--- config.mk ---
export PLATFORM = sky130hd
export DESIGN_NAME = number_to_ascii_formatter_flat
export DESIGN_NICKNAME = d
export VERILOG_FILES = /design/src/hw/rtl/ntaf_pkg.sv /design/src/hw/rtl/ntaf_in_if.sv /design/src/hw/rtl/ntaf_out_if.sv /design/src/hw/rtl/ntaf_front.sv /design/src/hw/rtl/ntaf_queue.sv /design/src/hw/rtl/ntaf_back.sv /design/src/hw/rtl/number_to_ascii_formatter.sv /design/src/flat_wrapper.sv
export SDC_FILE = /design/constraint.sdc
export NUM_CORES = 1
export LEC_CHECK = 0
export BUFFER_PORTS_ARGS = -buffer_cell sky130_fd_sc_hd__buf_2
export CAP_MARGIN = 20
export CORE_MARGIN = 2
export CORE_UTILIZATION = 39
export CTS_CLUSTER_SIZE = 24
export DETAILED_ROUTE_END_ITERATION = 7
export SYNTH_ARGS = -nofsm -noshare
export SYNTH_HDL_FRONTEND = slang
export SYNTH_SLANG_ARGS = --single-unit
--- constraint.sdc ---
create_clock -name clk -period 8.16 [get_ports clk]
set_clock_uncertainty 0.15 [all_clocks]
set_input_delay 0.816 -clock clk [delete_from_list [all_inputs] [get_ports clk]]
set_output_delay 0.816 -clock clk [all_outputs]
set_load 0.05 [all_outputs]
--- src/hw/rtl/ntaf_pkg.sv ---
// ----------------------------------------------------------------------------
// ntaf_pkg
// Shared types, constants and helpers for the number to ascii formatter.
// ----------------------------------------------------------------------------
package ntaf_pkg;

  // field widths
  localparam int KindW   = 3;
  localparam int ValueW  = 32;
  localparam int CharW   = 7;
  localparam int DigitN  = 10;              // decimal digits of a 32-bit value
  localparam int DataW   = 4 * DigitN;      // one nibble per digit
  localparam int IdxW    = 4;               // digit index 0..9
  localparam int ConvSteps = ValueW;        // one shift step per value bit
  localparam int StepW   = $clog2(ConvSteps);
  localparam int QDepth  = 2;

  // ascii codes
  localparam logic [CharW-1:0] CH_ZERO    = 7'h30;
  localparam logic [CharW-1:0] CH_ONE     = 7'h31;
  localparam logic [CharW-1:0] CH_UPPER_A = 7'h41;
  localparam logic [CharW-1:0] CH_X       = 7'h78;
  localparam logic [CharW-1:0] CH_B       = 7'h62;
  localparam logic [CharW-1:0] CH_COMMA   = 7'h2C;

  // digit positions that get a comma after them in grouped decimal
  localparam logic [IdxW-1:0] GRP_MIL_IDX = 4'd6;
  localparam logic [IdxW-1:0] GRP_THO_IDX = 4'd3;

  typedef enum logic [KindW-1:0] {
    KIND_DEC   = 3'd0,
    KIND_GRP   = 3'd1,
    KIND_HEX8  = 3'd2,
    KIND_HEX16 = 3'd3,
    KIND_HEX32 = 3'd4,
    KIND_BIN8  = 3'd5
  } kind_t;

  // one formatting job handed from the front to the back
  typedef struct packed {
    kind_t             kind;
    logic [IdxW-1:0]   top;    // index of the first digit to print
    logic [DataW-1:0]  data;   // bcd digits, hex nibbles or binary bits
  } job_t;

  typedef struct packed {
    logic full;
    logic empty;
  } q_stat_t;

  typedef enum logic [1:0] {
    F_IDLE,
    F_CONV,
    F_PUSH
  } front_state_t;

  typedef enum logic [2:0] {
    B_IDLE,
    B_PFX0,
    B_PFX1,
    B_DIGIT,
    B_COMMA
  } back_state_t;

  // nibble to upper case hex / decimal digit character
  function automatic logic [CharW-1:0] digit_char(input logic [3:0] d);
    logic [CharW-1:0] c;
    if (d < 4'd10) begin
      c = CH_ZERO + {3'b000, d};
    end else begin
      c = CH_UPPER_A + {3'b000, d} - 7'd10;
    end
    return c;
  endfunction

endpackage

--- src/hw/rtl/ntaf_in_if.sv ---
// ----------------------------------------------------------------------------
// ntaf_in_if
// Input channel: one number and its format kind per item.
// ----------------------------------------------------------------------------
interface ntaf_in_if;
  logic                          valid;
  logic                          ready;
  logic [ntaf_pkg::KindW-1:0]    kind;
  logic [ntaf_pkg::ValueW-1:0]   value;

  modport source (output valid, output kind, output value, input ready);
  modport sink   (input valid, input kind, input value, output ready);
endinterface

--- src/hw/rtl/ntaf_out_if.sv ---
// ----------------------------------------------------------------------------
// ntaf_out_if
// Output channel: one ascii character per item, with a last-of-run flag.
// ----------------------------------------------------------------------------
interface ntaf_out_if;
  logic                          valid;
  logic                          ready;
  logic [ntaf_pkg::CharW-1:0]    character;
  logic                          last;

  modport source (output valid, output character, output last, input ready);
  modport sink   (input valid, input character, input last, output ready);
endinterface

--- src/hw/rtl/ntaf_front.sv ---
// ----------------------------------------------------------------------------
// ntaf_front
// Accepts numbers, converts decimal kinds to bcd by shift-and-add-3 and
// builds a job with the digits and the first digit index.
// ----------------------------------------------------------------------------
module ntaf_front (
  input  logic            clk,
  input  logic            rst,
  ntaf_in_if.sink         number,
  output ntaf_pkg::job_t  job,
  output logic            job_valid,
  input  logic            job_ready
);
  import ntaf_pkg::*;

  localparam int ShW = DataW + ValueW;

  front_state_t          state, state_next;
  logic [ShW-1:0]        shreg;
  logic [ShW-1:0]        adj;
  kind_t                 kind;
  logic [StepW-1:0]      steps;
  logic                  accept;
  logic [IdxW-1:0]       top_dec;

  assign number.ready = (state == F_IDLE);
  assign accept       = number.valid && number.ready;

  // add 3 to every bcd digit of 5 or more before the shift
  always_comb begin
    adj = shreg;
    for (int i = 0; i < DigitN; i++) begin
      if (shreg[ValueW + 4*i +: 4] >= 4'd5) begin
        adj[ValueW + 4*i +: 4] = shreg[ValueW + 4*i +: 4] + 4'd3;
      end
    end
  end

  // highest nonzero digit, zero prints one digit
  always_comb begin
    top_dec = '0;
    for (int i = 0; i < DigitN; i++) begin
      if (shreg[ValueW + 4*i +: 4] != 4'd0) begin
        top_dec = IdxW'(i);
      end
    end
  end

  // job out
  always_comb begin
    job.kind = kind;
    job.data = shreg[ShW-1:ValueW];
    case (kind)
      KIND_DEC, KIND_GRP: job.top = top_dec;
      KIND_HEX8:          job.top = 4'd1;
      KIND_HEX16:         job.top = 4'd3;
      KIND_HEX32:         job.top = 4'd7;
      KIND_BIN8:          job.top = 4'd7;
      default:            job.top = '0;
    endcase
  end

  assign job_valid = (state == F_PUSH);

  // state register
  always_ff @(posedge clk) begin
    if (rst) begin
      state <= F_IDLE;
    end else begin
      state <= state_next;
    end
  end

  // next state
  always_comb begin
    state_next = state;
    case (state)
      F_IDLE: begin
        if (accept) begin
          case (kind_t'(number.kind))
            KIND_DEC, KIND_GRP:                   state_next = F_CONV;
            KIND_HEX8, KIND_HEX16, KIND_HEX32,
            KIND_BIN8:                            state_next = F_PUSH;
            default:                              state_next = F_IDLE;
          endcase
        end
      end
      F_CONV: begin
        if (steps == '0) begin
          state_next = F_PUSH;
        end
      end
      F_PUSH: begin
        if (job_ready) begin
          state_next = F_IDLE;
        end
      end
      default: state_next = F_IDLE;
    endcase
  end

  // datapath: load, then shift one value bit into the bcd digits per cycle
  always_ff @(posedge clk) begin
    if (accept) begin
      kind  <= kind_t'(number.kind);
      steps <= StepW'(ConvSteps - 1);
      case (kind_t'(number.kind))
        KIND_HEX8:  shreg <= {32'd0, number.value[7:0], {ValueW{1'b0}}};
        KIND_HEX16: shreg <= {24'd0, number.value[15:0], {ValueW{1'b0}}};
        KIND_HEX32: shreg <= {8'd0, number.value, {ValueW{1'b0}}};
        KIND_BIN8:  shreg <= {32'd0, number.value[7:0], {ValueW{1'b0}}};
        default:    shreg <= {{DataW{1'b0}}, number.value};
      endcase
    end else if (state == F_CONV) begin
      shreg <= {adj[ShW-2:0], 1'b0};
      steps <= steps - 1'b1;
    end
  end

endmodule

--- src/hw/rtl/ntaf_queue.sv ---
// ----------------------------------------------------------------------------
// ntaf_queue
// Two-entry job queue between the front and the back.
// ----------------------------------------------------------------------------
module ntaf_queue (
  input  logic               clk,
  input  logic               rst,
  input  ntaf_pkg::job_t     wr_data,
  input  logic               push,
  input  logic               pop,
  output ntaf_pkg::job_t     rd_data,
  output ntaf_pkg::q_stat_t  stat
);
  import ntaf_pkg::*;

  localparam int PtrW = $clog2(QDepth);
  localparam int CntW = $clog2(QDepth + 1);

  job_t              mem [QDepth];
  logic [PtrW-1:0]   wr_ptr;
  logic [PtrW-1:0]   rd_ptr;
  logic [CntW-1:0]   count;

  assign rd_data    = mem[rd_ptr];
  assign stat.full  = (count == CntW'(QDepth));
  assign stat.empty = (count == '0);

  // storage
  always_ff @(posedge clk) begin
    if (push) begin
      mem[wr_ptr] <= wr_data;
    end
  end

  // pointers and fill count
  always_ff @(posedge clk) begin
    if (rst) begin
      wr_ptr <= '0;
      rd_ptr <= '0;
      count  <= '0;
    end else begin
      if (push) begin
        wr_ptr <= (wr_ptr == PtrW'(QDepth - 1)) ? '0 : wr_ptr + 1'b1;
      end
      if (pop) begin
        rd_ptr <= (rd_ptr == PtrW'(QDepth - 1)) ? '0 : rd_ptr + 1'b1;
      end
      case ({push, pop})
        2'b10:   count <= count + 1'b1;
        2'b01:   count <= count - 1'b1;
        default: count <= count;
      endcase
    end
  end

endmodule

--- src/hw/rtl/ntaf_back.sv ---
// ----------------------------------------------------------------------------
// ntaf_back
// Takes jobs from the queue and sends prefix, digits and commas one
// character per cycle, when text is ready, through an output register.
// ----------------------------------------------------------------------------
module ntaf_back (
  input  logic               clk,
  input  logic               rst,
  input  ntaf_pkg::job_t     job,
  input  ntaf_pkg::q_stat_t  stat,
  output logic               pop,
  ntaf_out_if.source         text
);
  import ntaf_pkg::*;

  back_state_t         state, state_next;
  job_t                cur;
  logic [IdxW-1:0]     idx, idx_next;
  logic                advance;
  logic                emit;
  logic [CharW-1:0]    ch;
  logic                lst;
  logic                ovalid;
  logic [CharW-1:0]    ochar;
  logic                olast;
  logic [IdxW-1:0]     idx_dn;

  assign advance        = !ovalid || text.ready;
  assign idx_dn         = idx - 1'b1;
  assign text.valid     = ovalid;
  assign text.character = ochar;
  assign text.last      = olast;

  // state register
  always_ff @(posedge clk) begin
    if (rst) begin
      state <= B_IDLE;
    end else begin
      state <= state_next;
    end
  end

  // next state and character selection
  always_comb begin
    state_next = state;
    idx_next   = idx;
    pop        = 1'b0;
    emit       = 1'b0;
    ch         = CH_ZERO;
    lst        = 1'b0;
    case (state)
      B_IDLE: begin
        if (!stat.empty) begin
          pop      = 1'b1;
          idx_next = job.top;
          case (job.kind)
            KIND_HEX8, KIND_HEX16, KIND_HEX32, KIND_BIN8: state_next = B_PFX0;
            default:                                      state_next = B_DIGIT;
          endcase
        end
      end
      B_PFX0: begin
        if (advance) begin
          emit       = 1'b1;
          ch         = CH_ZERO;
          state_next = B_PFX1;
        end
      end
      B_PFX1: begin
        if (advance) begin
          emit       = 1'b1;
          ch         = (cur.kind == KIND_BIN8) ? CH_B : CH_X;
          state_next = B_DIGIT;
        end
      end
      B_DIGIT: begin
        if (advance) begin
          emit = 1'b1;
          if (cur.kind == KIND_BIN8) begin
            ch = cur.data[idx[2:0]] ? CH_ONE : CH_ZERO;
          end else begin
            ch = digit_char(cur.data[{idx, 2'b00} +: 4]);
          end
          if (idx == '0) begin
            lst        = 1'b1;
            state_next = B_IDLE;
          end else begin
            idx_next = idx_dn;
            // comma after the millions and after the thousands
            if (cur.kind == KIND_GRP && (idx == GRP_MIL_IDX || idx == GRP_THO_IDX)) begin
              state_next = B_COMMA;
            end
          end
        end
      end
      B_COMMA: begin
        if (advance) begin
          emit       = 1'b1;
          ch         = CH_COMMA;
          state_next = B_DIGIT;
        end
      end
      default: state_next = B_IDLE;
    endcase
  end

  // job and digit index
  always_ff @(posedge clk) begin
    if (pop) begin
      cur <= job;
    end
    idx <= idx_next;
  end

  // output register
  always_ff @(posedge clk) begin
    if (rst) begin
      ovalid <= 1'b0;
    end else if (emit) begin
      ovalid <= 1'b1;
    end else if (text.ready) begin
      ovalid <= 1'b0;
    end
  end

  always_ff @(posedge clk) begin
    if (emit) begin
      ochar <= ch;
      olast <= lst;
    end
  end

endmodule

--- src/hw/rtl/number_to_ascii_formatter.sv ---
// ----------------------------------------------------------------------------
// number_to_ascii_formatter
// Formats an unsigned 32-bit number as decimal, grouped decimal, hex or
// binary ascii text, one character per output item.
// ----------------------------------------------------------------------------
//
//  channel   dir   handshake      payload
//  number    in    valid/ready    kind[2:0], value[31:0]
//  text      out   valid/ready    character[6:0], last
//
//  decimal kinds pass the front as accept, bcd shift steps and hand-off;
//  hex and binary go from accept straight to hand-off. The back loads the
//  job, then sends one character per cycle while text is ready, up to 12
//  characters per number. The bcd shift loop sets the decimal rate; a
//  two-entry job queue lets the front convert the next number while the
//  back still sends characters.
//  Synchronous active high reset empties the queue and the output register.
//  A stalled text channel holds the back; the front stalls once the queue
//  is full. Kinds 6 and 7 are accepted and give no characters.
//
module number_to_ascii_formatter (
  input  logic        clk,
  input  logic        rst,
  ntaf_in_if.sink     number,
  ntaf_out_if.source  text
);
  import ntaf_pkg::*;

  job_t     f_job;
  logic     f_valid;
  logic     q_push;
  logic     q_pop;
  job_t     q_job;
  q_stat_t  q_stat;

  assign q_push = f_valid && !q_stat.full;

  ntaf_front u_front (
    .clk       (clk),
    .rst       (rst),
    .number    (number),
    .job       (f_job),
    .job_valid (f_valid),
    .job_ready (!q_stat.full)
  );

  ntaf_queue u_queue (
    .clk     (clk),
    .rst     (rst),
    .wr_data (f_job),
    .push    (q_push),
    .pop     (q_pop),
    .rd_data (q_job),
    .stat    (q_stat)
  );

  ntaf_back u_back (
    .clk  (clk),
    .rst  (rst),
    .job  (q_job),
    .stat (q_stat),
    .pop  (q_pop),
    .text (text)
  );

  // queue is never read when empty
  a_pop_not_empty: assert property (@(posedge clk) disable iff (rst)
    q_pop |-> !q_stat.empty)
    else $error("job queue popped while empty");

  // queue cannot be full and empty together
  a_stat_exclusive: assert property (@(posedge clk) disable iff (rst)
    !(q_stat.full && q_stat.empty))
    else $error("job queue full and empty at once");

  // a push into a queue with one free slot, without a pop, fills it
  a_fill: assert property (@(posedge clk) disable iff (rst)
    (q_push && !q_pop && !q_stat.empty) |=> q_stat.full)
    else $error("job queue count lost a push");

endmodule
--- src/flat_wrapper.sv ---
// flat-port wrapper written by rule: the top's interface ports become plain ports
module number_to_ascii_formatter_flat import ntaf_pkg::*;
  (clk, rst, number_valid, number_kind, number_value, number_ready, text_valid, text_character, text_last, text_ready);
  ntaf_in_if number_i ();
  ntaf_out_if text_i ();
  input  logic clk;
  input  logic rst;
  input wire logic [$bits(number_i.valid)-1:0] number_valid;
  input wire logic [$bits(number_i.kind)-1:0] number_kind;
  input wire logic [$bits(number_i.value)-1:0] number_value;
  output wire logic [$bits(number_i.ready)-1:0] number_ready;
  output wire logic [$bits(text_i.valid)-1:0] text_valid;
  output wire logic [$bits(text_i.character)-1:0] text_character;
  output wire logic [$bits(text_i.last)-1:0] text_last;
  input wire logic [$bits(text_i.ready)-1:0] text_ready;
  assign number_i.valid = number_valid;
  assign number_i.kind = number_kind;
  assign number_i.value = number_value;
  assign number_ready = number_i.ready;
  assign text_valid = text_i.valid;
  assign text_character = text_i.character;
  assign text_last = text_i.last;
  assign text_i.ready = text_ready;
  number_to_ascii_formatter u_core (.clk(clk), .rst(rst), .number(number_i), .text(text_i));
endmodule
==> impl_metrics.csv, run 1 <==
group,metric,value,unit
global_routing,grt_max_degree,73,
power,max-vdd-ir-drop,0.161,mV
timing,setup_violations,0,
setup_path,cp_delay_by_family_top,"flip-flops",
power,power.leakage,4.45,nW
setup_path,worst_path_arrival,3.23,ns
setup_path,critical_path.slowest_cell,"edfxtp_1",
drt,route.antenna.remaining_nets,0,
timing,hold_viol,0,
drt,drtPass1Iterations,5,
logic_synthesis,synth_cells,830,
setup_path,crit_path_cell_trace,"mux2i_1 > mux4_2 > o22a_2 > ha_1 > nor2b_1 > o32ai_1",
power,power,0.00394,W
power,pint,0.00278,W
logic_synthesis,ys.flop_type,"edfxtp_1",
place,io_buffer_count,48,
cells_and_area,final_nets,950,
timing,slew_viol_final,0,
setup_path,worst_path_required,8.34,ns
drt,drt_wl_total,20600,um
global_routing,grt_pass1_vias,6246,
timing,min_period,3.05,ns
drt,detail_route.drc_violations,0,
run,number_of_maximum_capacitance_constraint_violations,0,
cells_and_area,layout.area.seq,7050,um2
global_routing,initial_antenna_violation_count,0,
setup_path,reg2reg_depth,6,
floorplan,die_height,171,um
setup_path,crit_path_end,"u_core.u_back.text.character[1]$_DFFE_PP_",
power,p_seq_share,46.6,%
power,power.share.switching,29.5,%
setup_path,critical_path.max_stage_delay,1.00,ns
clock_tree,tritoncts_num_sinks,240,
drt,detail_route.wl_per_cell,16.2,um
global_routing,grt_usage,14.8,%
cells_and_area,area_growth_syn_to_layout,14.5,%
setup_path,reg2reg_slack,5.11,ns
drt,routed-via-count,6359,
setup_path,crit-reg2reg-capture,"u_core.u_back.text.character[1]$_DFFE_PP_",
clock_tree,postCtsResizedCells,0,
hold_path,min-delay-path-class,"flop to flop",
cells_and_area,antennaDiodeCount,0,
logic_synthesis,synth-edff-count,224,
floorplan,core-area,27100,um2
power,power_density,318,nW/um2
logic_synthesis,synth_async_sr_flop_share,0,%
clock_tree,clock_transition_at_the_register_clock_pins_on_the_worst_setup_and_hold_paths_after_cts,0.06,ns
place,finalWeightedCongestion,0.755,
clock_tree,worstSkewPairLatency,0.53,ns
floorplan,fp.dieW,171,um
drt,viasPerCell,4.99,
timing,fmax,328,MHz
cells_and_area,utilization,45.7,%
power,switching_power,0.00116,W
floorplan,floorplan.die_area,29100,um2
floorplan,floorplan.initialDensity,39.9,%
setup_path,critPathMaxFanout,22,
timing,total_negative_slack_for_setup_checks,0,ns
timing,rsz0062_at_grt,"no",
power,combinationalPowerShare,22.6,%
logic_synthesis,mappedNetlistArea,10800,um2
logic_synthesis,flip_flop_and_latch_count_after_synthesis,240,
logic_synthesis,synthesis.area_per_instance,13.0,um2
logic_synthesis,synth.net_count,896,
cells_and_area,area_used_by_multi_input_combinational_logic,3540,um2
setup_path,criticalPathCategory,"flop to flop",
floorplan,io-pin-count,49,
cells_and_area,post_route_cells_drive_above_1_share,17.8,%
clock_tree,postCtsSetupRepairBufs,0,
cells_and_area,layout_commonest_cell,"edfxtp_1",
clock_tree,cts_hold_buf,0,
setup_path,reg2reg_from,"u_core.u_back.idx[1]$_DFFE_PP_",
clock_tree,cts.htree.levels,1,
drt,drt_first_iter_violations,448,
setup_path,critical_path_depth,6,
clock_tree,maximum_number_of_buffers_from_clock_root_to_sink,3,
logic_synthesis,netlist-cell-type-count,53,
global_routing,gr-total-overflow,0,
outcome,run_status,"finished, final reports clean",
setup_path,crit_path_start_kind,"flop",
place,detailed_place_hpwl,13600,um
timing,tightest_slew,1.01,ns
cells_and_area,filler_cell_count,2418,
logic_synthesis,ys_warn_count,0,
setup_path,worstSetupEndpointType,"flop",
global_routing,wire_length_of_the_first_global_routing_pass,34000,um
cells_and_area,most_frequent_cells_in_the_layout,"edfxtp_1, nand2_1, buf_2",
clock_tree,cts_bufs_inserted,27,
setup_path,buffers_plus_inverters_on_the_worst_setup_path,0,
clock_tree,cts.root.buffer_cell,"clkbuf_16",
timing,fin_crit_sh,37.4,%
timing,max_slew_margin,32.8,%
clock_tree,cts_tree,"yes",
power,clock_power_share,30.7,%
setup_path,critPathLaunch,"u_core.u_back.idx[1]$_DFFE_PP_",
floorplan,floorplan.rows,60,
logic_synthesis,synth_seq_area_share,65.2,%
==> power by group through the flow <==
| stage | sequential (W) | combinational [W] | clock, W |
|---|---|---|---|
| finish | 0.00183 | 0.000891 | 0.00121 |
| global route | 0.00187 | 0.00101 | 0.00129 |
| CTS | 0.00184 | 0.000907 | 0.00124 |
| detailed placement | 0.00186 | 0.000901 | 0 |
| global placement | 0.00186 | 0.000890 | 0 |
| floorplan | 0.00185 | 0.000675 | 0 |
==> worst register-to-register path, stage by stage (launching register included) <==
cell      delay [ns]
edfxtp_1        1.00
mux2i_1         0.21
mux4_2          0.49
o22a_2          0.28
ha_1            0.30
nor2b_1         0.13
o32ai_1         0.32
==> state kept, by name (all words and copies together) (netlist names), named ones only <==
name and flops:
u_core.u_back.cur 43, u_core.u_back.idx 4, u_core.u_back.state 3, u_core.u_back.text.character 7, u_core.u_back.text.last 1, u_core.u_back.text.valid 1, u_core.u_front.kind 3, u_core.u_front.shreg 72
u_core.u_front.state 2, u_core.u_front.steps 5, u_core.u_queue.count 2, u_core.u_queue.mem 94, u_core.u_queue.rd_ptr 1, u_core.u_queue.wr_ptr 1
==> final cells by class <==
| type | count | share of cell area (%) |
|---|---|---|
| clock inverters | 12 | 1.11 |
| repair buffers | 56 | 2.43 |
| inverters | 33 | 1.00 |
| flip-flops and latches | 240 | 56.9 |
| multi-input cells | 526 | 28.6 |
| well taps | 372 | 3.76 |
| clock buffers | 36 | 6.15 |
==> cell families after synthesis <==
family / count (synthesis) / synth area share, %
AND/OR/NAND/NOR: 274 / 12.7
XOR/XNOR: 29 / 2.35
adder cells (fa/ha/maj): 27 / 3.12
buffers and inverters: 64 / 2.35
multiplexers: 74 / 7.89
AO/OA/AOI/OAI: 122 / 6.43
flip-flops: 240 / 65.2
==> synthesized netlist by cell type (all sizes together) (3+ instances only) <==
master,count,area share [%]
nand2,120,4.2
nor3b,16,1.1
mux4,4,0.83
o31ai,4,0.28
buf,10,0.47
dfxtp,16,3.0
clkbuf,21,0.73
nand2b,16,1.0
xnor2,18,1.5
a21oi,47,2.2
nor2,47,1.6
o21ai,46,2.1
nand3,6,0.28
edfxtp,224,62
nand3b,34,2.4
mux2,47,4.9
inv,32,1.1
ha,27,3.1
nor4,4,0.23
a22oi,3,0.21
or3b,4,0.32
xor2,11,0.89
a31oi,5,0.29
nor3,12,0.66
mux2i,23,2.1
nor2b,7,0.40
==> worst min-delay path by stage <==
stage                                    startpoint                                   end  slack (ns)  cells past startpoint
3_5_place_dp   u_core.u_front.steps[3]$_SDFFE_PP1P_  u_core.u_front.steps[3]$_SDFFE_PP1P_        0.34                      2
3_3_place_gp      u_core.u_front.shreg[1]$_DFFE_PP_     u_core.u_front.shreg[2]$_DFFE_PP_        0.34                      2
2_1_floorplan      u_core.u_front.kind[0]$_DFFE_PP_   u_core.u_queue.mem[0][44]$_DFFE_PP_        0.30                      0
6_report       u_core.u_front.steps[3]$_SDFFE_PP1P_  u_core.u_front.steps[3]$_SDFFE_PP1P_        0.35                      2
4_1_cts                              number_kind[0]      u_core.u_front.kind[0]$_DFFE_PP_        0.34                      1
5_1_grt                              number_kind[0]      u_core.u_front.kind[0]$_DFFE_PP_        0.35                      1
==> through the flow <==
step / area [um2] / hold slack (ns) / setup slack, ns / instances
after floorplan: 10800 / 0.296 / 1.64 / 830
after CTS: 12400 / 0.339 / 5.08 / 1275
final: 12400 / 0.351 / 5.11 / 1275
after detailed placement: 11500 / 0.336 / 5.09 / 1227
after global placement: 11500 / 0.336 / 5.14 / 1226
after global routing: 12400 / 0.346 / 4.89 / 1275
==> layer usage <==
metal / wire length, um / vias up / global-route usage [%] / share of wire, %
li1: - / 3149 / - / -
met4: 343 / 0 / 3.94 / 1.7
met1: 10100 / 3086 / 21.3 / 49
met5: 0 / - / 0 / 0
met2: 9440 / 98 / 23.6 / 46
met3: 715 / 26 / 2.11 / 3.5
No activity file was read; power rests on OpenSTA's default activity.
==> inputs of run 2 (changes only) <==
==> constraint.sdc (replaced) <==
create_clock -name clk -period 2.8 [get_ports clk]
set_clock_uncertainty 0.15 [all_clocks]
set_input_delay 0.28 -clock clk [delete_from_list [all_inputs] [get_ports clk]]
set_output_delay 0.28 -clock clk [all_outputs]
set_load 0.05 [all_outputs]
==> impl_metrics.csv, run 2 (synthesis results as in run 1) <==
group,metric,value,unit
timing,worst_slack,0.209,ns
setup_path,crit_path_start_kind,"flop",
setup_path,worst_path_arrival,2.83,ns
cells_and_area,layout_commonest_cell,"edfxtp_1",
timing,fin_crit_sh,92.5,%
floorplan,io-pin-count,49,
power,power.leakage,4.67,nW
timing,max_slew_margin,59.1,%
timing,setup_violations,0,
global_routing,grt_max_degree,62,
place,finalWeightedCongestion,0.789,
run,number_of_maximum_capacitance_constraint_violations,0,
floorplan,fp.dieW,171,um
floorplan,floorplan.rows,60,
drt,detail_route.drc_violations,0,
clock_tree,maximum_number_of_buffers_from_clock_root_to_sink,3,
floorplan,core-area,27100,um2
drt,drt_wl_total,21300,um
power,power_density,896,nW/um2
clock_tree,cts_tree,"yes",
setup_path,critPathLaunch,"u_core.u_back.idx[0]$_DFFE_PP_",
cells_and_area,reg_top3,"u_core.u_queue.mem: 94 flops, u_core.u_front.shreg: 72 flops, u_core.u_back.cur: 43 flops",
timing,rsz0062_at_grt,"no",
cells_and_area,area_growth_syn_to_layout,19.0,%
setup_path,criticalPathCategory,"flop to flop",
setup_path,critPathMaxFanout,14,
setup_path,reg2reg_from,"u_core.u_back.idx[0]$_DFFE_PP_",
outcome,run_status,"finished, final reports clean",
cells_and_area,post_route_cells_drive_above_1_share,18.0,%
place,detailed_place_hpwl,14000,um
cells_and_area,registers.top_by_ff_count,"u_core.u_queue.mem",
clock_tree,cts.htree.levels,1,
timing,total_negative_slack_for_setup_checks,0,ns
setup_path,worst_path_required,3.04,ns
drt,viasPerCell,4.96,
clock_tree,clock_transition_at_the_register_clock_pins_on_the_worst_setup_and_hold_paths_after_cts,0.06,ns
timing,min_period,2.59,ns
cells_and_area,final_nets,995,
setup_path,reg2reg_slack,0.21,ns
global_routing,initial_antenna_violation_count,0,
global_routing,wire_length_of_the_first_global_routing_pass,34700,um
place,io_buffer_count,48,
clock_tree,worstSkewPairLatency,0.53,ns
hold_path,worstHoldStart,"u_core.u_front.steps[3]$_SDFFE_PP1P_",
clock_tree,tritoncts_num_sinks,240,
global_routing,gr-total-overflow,0,
floorplan,floorplan.die_area,29100,um2
hold_path,min-delay-path-class,"flop to flop",
timing,slew_viol_final,0,
clock_tree,postCtsSetupRepairBufs,0,
global_routing,grt_pass1_vias,6412,
timing,hold_viol,0,
drt,detail_route.wl_per_cell,16.1,um
timing,tightest_slew,0.611,ns
floorplan,floorplan.initialDensity,39.9,%
drt,route.antenna.remaining_nets,0,
drt,drtPass1Iterations,5,
setup_path,worstSetupEndpointType,"flop",
power,power,0.0115,W
drt,drt_first_iter_violations,501,
cells_and_area,most_frequent_cells_in_the_layout,"edfxtp_1, nand2_1, buf_2",
cells_and_area,filler_cell_count,2442,
floorplan,die_height,171,um
timing,final.hold.worst_slack,0.346,ns
global_routing,grt_usage,15.1,%
place,place_ws,0.165,ns
drt,routed-via-count,6544,
timing,fmax,386,MHz
cells_and_area,antennaDiodeCount,0,
clock_tree,cts_bufs_inserted,26,
power,max-vdd-ir-drop,0.441,mV
cells_and_area,largest_register_ffs,94,
clock_tree,cts.root.buffer_cell,"clkbuf_16",
run 2: cell count changes in the layout (fill, tap and decap cells not counted), sizes merged:
cell	delta
clkinv	+3
clkinvlp	-1
clkbuf	-2
dlygate4sd3	+38
buf	+8
inv	-1
run 2: timing repair:
item,in CTS,in global routing
endpoints found under the setup margin,0,1
hold endpoints to repair,77,0
resized for setup,0,1
hold buffers,38,0
run 2: area by class of cell:
class | count | area (um2) | area share, %
Multi-Input combinational cell | 526 | 3560 | 27.6
Inverter | 33 | 124 | 0.963
Timing Repair Buffer | 102 | 803 | 6.24
Sequential cell | 240 | 7050 | 54.8
Clock inverter | 13 | 148 | 1.15
Clock buffer | 34 | 721 | 5.60
Tap cell | 372 | 465 | 3.62
run 2: stage by stage:
stage | instance area (um2) | std cells | util [%]
floorplan | 10800 | 830 | -
global placement | 11600 | 1235 | 42.8
detailed placement | 11600 | 1235 | 42.8
CTS | 12900 | 1320 | 47.5
global route | 12900 | 1320 | 47.5
finish | 12900 | 1320 | 47.5
run 2: worst paths after layout:
path | endpoint | cells after the start
worst max-delay path | u_core.u_back.text.character[2]$_DFFE_PP_ | 8
worst max register to register | u_core.u_back.text.character[2]$_DFFE_PP_ | 8
worst min register to register | u_core.u_front.steps[3]$_SDFFE_PP1P_ | 2
worst min-delay path | u_core.u_front.steps[3]$_SDFFE_PP1P_ | 2
run 2: layer usage:
metal  GRT usage, %  up-vias  part of all wire (%)
met5              0        -                     0
met2           24.1      111                    46
met4           4.16        0                   2.4
li1               -     3235                     -
met1           21.7     3169                    49
met3           2.31       29                   3.4
run 2: where the power goes:
part	leakage, nW	internal (W)	switching [W]	total, W
clock	0.431	0.00208	0.00137	0.00345
sequential	2.24	0.00485	0.000444	0.00529
combinational	1.99	0.00117	0.00162	0.00279
run 2: critical path, cell delays in order, from the launching register on:
cell	delay, ns
edfxtp_1	0.51
buf_4	0.26
or3b_2	0.47
o22ai_1	0.18
a311oi_2	0.09
ha_1	0.22
nor2b_1	0.14
mux2_4	0.32
o21bai_2	0.10
==> inputs of run 3 (changes only) <==
--- a/config.mk
+++ b/config.mk
@@ -11,6 +11,7 @@
 export CORE_UTILIZATION = 39
 export CTS_CLUSTER_SIZE = 24
 export DETAILED_ROUTE_END_ITERATION = 7
+export MAX_ROUTING_LAYER = met4
 export SYNTH_ARGS = -nofsm -noshare
 export SYNTH_HDL_FRONTEND = slang
 export SYNTH_SLANG_ARGS = --single-unit
==> constraint.sdc (replaced) <==
create_clock -name clk -period 2.2 [get_ports clk]
set_clock_uncertainty 0.15 [all_clocks]
set_input_delay 0.22 -clock clk [delete_from_list [all_inputs] [get_ports clk]]
set_output_delay 0.22 -clock clk [all_outputs]
set_load 0.05 [all_outputs]
==> impl_metrics.csv, run 3 (synthesis results as in run 1) <==
group,metric,value,unit
place,finalWeightedCongestion,0.802,
timing,max_slew_margin,58.2,%
cells_and_area,most_frequent_cells_in_the_layout,"edfxtp_1, nand2_1, buf_4",
drt,viasPerCell,4.88,
timing,setup_violations,7,
power,switching_power,0.00465,W
setup_path,worst_path_required,2.43,ns
cells_and_area,reg_top3,"u_core.u_queue.mem: 94 flops, u_core.u_front.shreg: 72 flops, u_core.u_back.cur: 43 flops",
global_routing,gr-total-overflow,0,
cells_and_area,largest_register_ffs,94,
cells_and_area,area_used_by_multi_input_combinational_logic,3790,um2
power,p_seq_share,43.5,%
floorplan,fp.dieW,171,um
cells_and_area,area_growth_syn_to_layout,25.4,%
clock_tree,cts_bufs_inserted,26,
cells_and_area,filler_cell_count,2299,
global_routing,initial_antenna_violation_count,0,
clock_tree,cts_tree,"yes",
timing,worst_slack,-0.236,ns
clock_tree,cts.htree.levels,1,
setup_path,worst_path_arrival,2.67,ns
clock_tree,cts.root.buffer_cell,"clkbuf_16",
timing,hold_viol,0,
timing,slew_viol_final,0,
power,max-vdd-ir-drop,0.615,mV
global_routing,wire_length_of_the_first_global_routing_pass,34800,um
setup_path,criticalPathCategory,"flop to flop",
place,io_buffer_count,48,
clock_tree,clock_transition_at_the_register_clock_pins_on_the_worst_setup_and_hold_paths_after_cts,0.06,ns
timing,min_period,2.44,ns
timing,fmax,411,MHz
power,clock_power_share,27.4,%
outcome,violations,"negative setup slack",
floorplan,floorplan.die_area,29100,um2
cells_and_area,final_nets,1057,
power,power.leakage,4.99,nW
drt,routed-via-count,6752,
run,number_of_maximum_capacitance_constraint_violations,0,
cells_and_area,antennaDiodeCount,0,
timing,tightest_slew,0.625,ns
drt,drt_wl_total,21900,um
power,combinationalPowerShare,29.2,%
hold_path,min-delay-path-class,"input port to flop",
clock_tree,maximum_number_of_buffers_from_clock_root_to_sink,3,
global_routing,grt_usage,15.7,%
power,pint,0.0106,W
setup_path,worstSetupEndpointType,"flop",
clock_tree,tritoncts_num_sinks,240,
floorplan,io-pin-count,49,
cells_and_area,utilization,50.0,%
setup_path,critPathMaxFanout,7,
cells_and_area,registers.top_by_ff_count,"u_core.u_queue.mem",
outcome,run_status,"finished with violations",
floorplan,floorplan.rows,60,
global_routing,grt_max_degree,61,
floorplan,core-area,27100,um2
power,power_density,1130,nW/um2
drt,detail_route.wl_per_cell,15.8,um
floorplan,floorplan.initialDensity,39.9,%
place,place_ws,-0.246,ns
timing,fin_crit_sh,111,%
power,power.share.switching,30.4,%
setup_path,crit_path_start_kind,"flop",
cells_and_area,post_route_cells_drive_above_1_share,25.3,%
cells_and_area,layout.area.seq,7050,um2
global_routing,grt_pass1_vias,6522,
drt,drt_first_iter_violations,522,
clock_tree,worstSkewPairLatency,0.54,ns
drt,drtPass1Iterations,5,
drt,route.antenna.remaining_nets,0,
floorplan,die_height,171,um
cells_and_area,layout_commonest_cell,"edfxtp_1",
timing,rsz0062_at_grt,"yes",
drt,detail_route.drc_violations,0,
place,detailed_place_hpwl,14500,um
## run 3: cell count changes in the layout (fill, tap and decap cells not counted), moves of 3 or more
cell	before	now
clkbuf_8	4	0
clkinv_1	4	7
buf_6	0	7
clkinv_2	6	3
ha_1	27	24
o21ai_0	46	43
buf_4	11	65
nor3b_1	16	13
ha_4	0	3
## run 3: path summary, 6_finish.rpt
kind / cells past startpoint / start / end / slack, ns
min: 2 / number_kind[0] / u_core.u_front.kind[0]$_DFFE_PP_ / 0.29
min reg2reg: 0 / u_core.u_front.kind[0]$_DFFE_PP_ / u_core.u_queue.mem[1][44]$_DFFE_PP_ / 0.34
max: 8 / u_core.u_back.idx[1]$_DFFE_PP_ / u_core.u_back.text.character[2]$_DFFE_PP_ / -0.24
max reg2reg: 8 / u_core.u_back.idx[1]$_DFFE_PP_ / u_core.u_back.text.character[2]$_DFFE_PP_ / -0.24
## run 3: worst max-delay path, stage by stage (launching register included)
cell	delay, ns
edfxtp_1	0.40
buf_6	0.16
mux2i_1	0.12
mux4_2	0.49
o22a_4	0.26
ha_4	0.16
nor2b_4	0.12
mux2_4	0.31
o21bai_4	0.11
## run 3: layer usage
layer	wire length, um	GRT usage, %
met5	0	-
met4	403	3.90
met3	851	2.22
met2	10000	24.2
met1	10600	22.1
## run 3: layout make-up
class | instances | share of cell area, %
tap | 372 | 3.43
clock inverter | 16 | 1.15
timing repair buffer | 164 | 9.64
clock buffer | 32 | 4.96
multi-input combinational | 526 | 27.9
sequential | 240 | 52.0
inverter | 33 | 0.913
## run 3: metrics by stage
step	setup TNS (ns)	total power, W	instances	hold slack [ns]	area, um2
6_report	-0.758	0.0153	1383	0.290	13600
2_1_floorplan	-25.21	0.00949	830	0.169	10900
3_3_place_gp	-1.24	0.0108	1286	0.303	12100
4_1_cts	-0.883	0.0152	1376	0.277	13400
5_1_grt	-1.40	0.0161	1383	0.280	13600
3_5_place_dp	-1.46	0.0109	1286	0.309	12100
## run 3: what timing repair did
item,4_1_cts,5_1_grt
hold buffers,38,0
hold endpoints to repair,81,0
setup endpoints to repair,14,16
buffers inserted,4,7
gates resized for setup,12,26
pin swaps,4,14
## run 3: power groups by stage
stage	combinational (W)	sequential, W	clock, W
after global placement	0.00410	0.00670	0
after detailed placement	0.00416	0.00672	0
after floorplan	0.00267	0.00681	0
after CTS	0.00432	0.00664	0.00427
final	0.00446	0.00664	0.00418
after global routing	0.00491	0.00674	0.00446
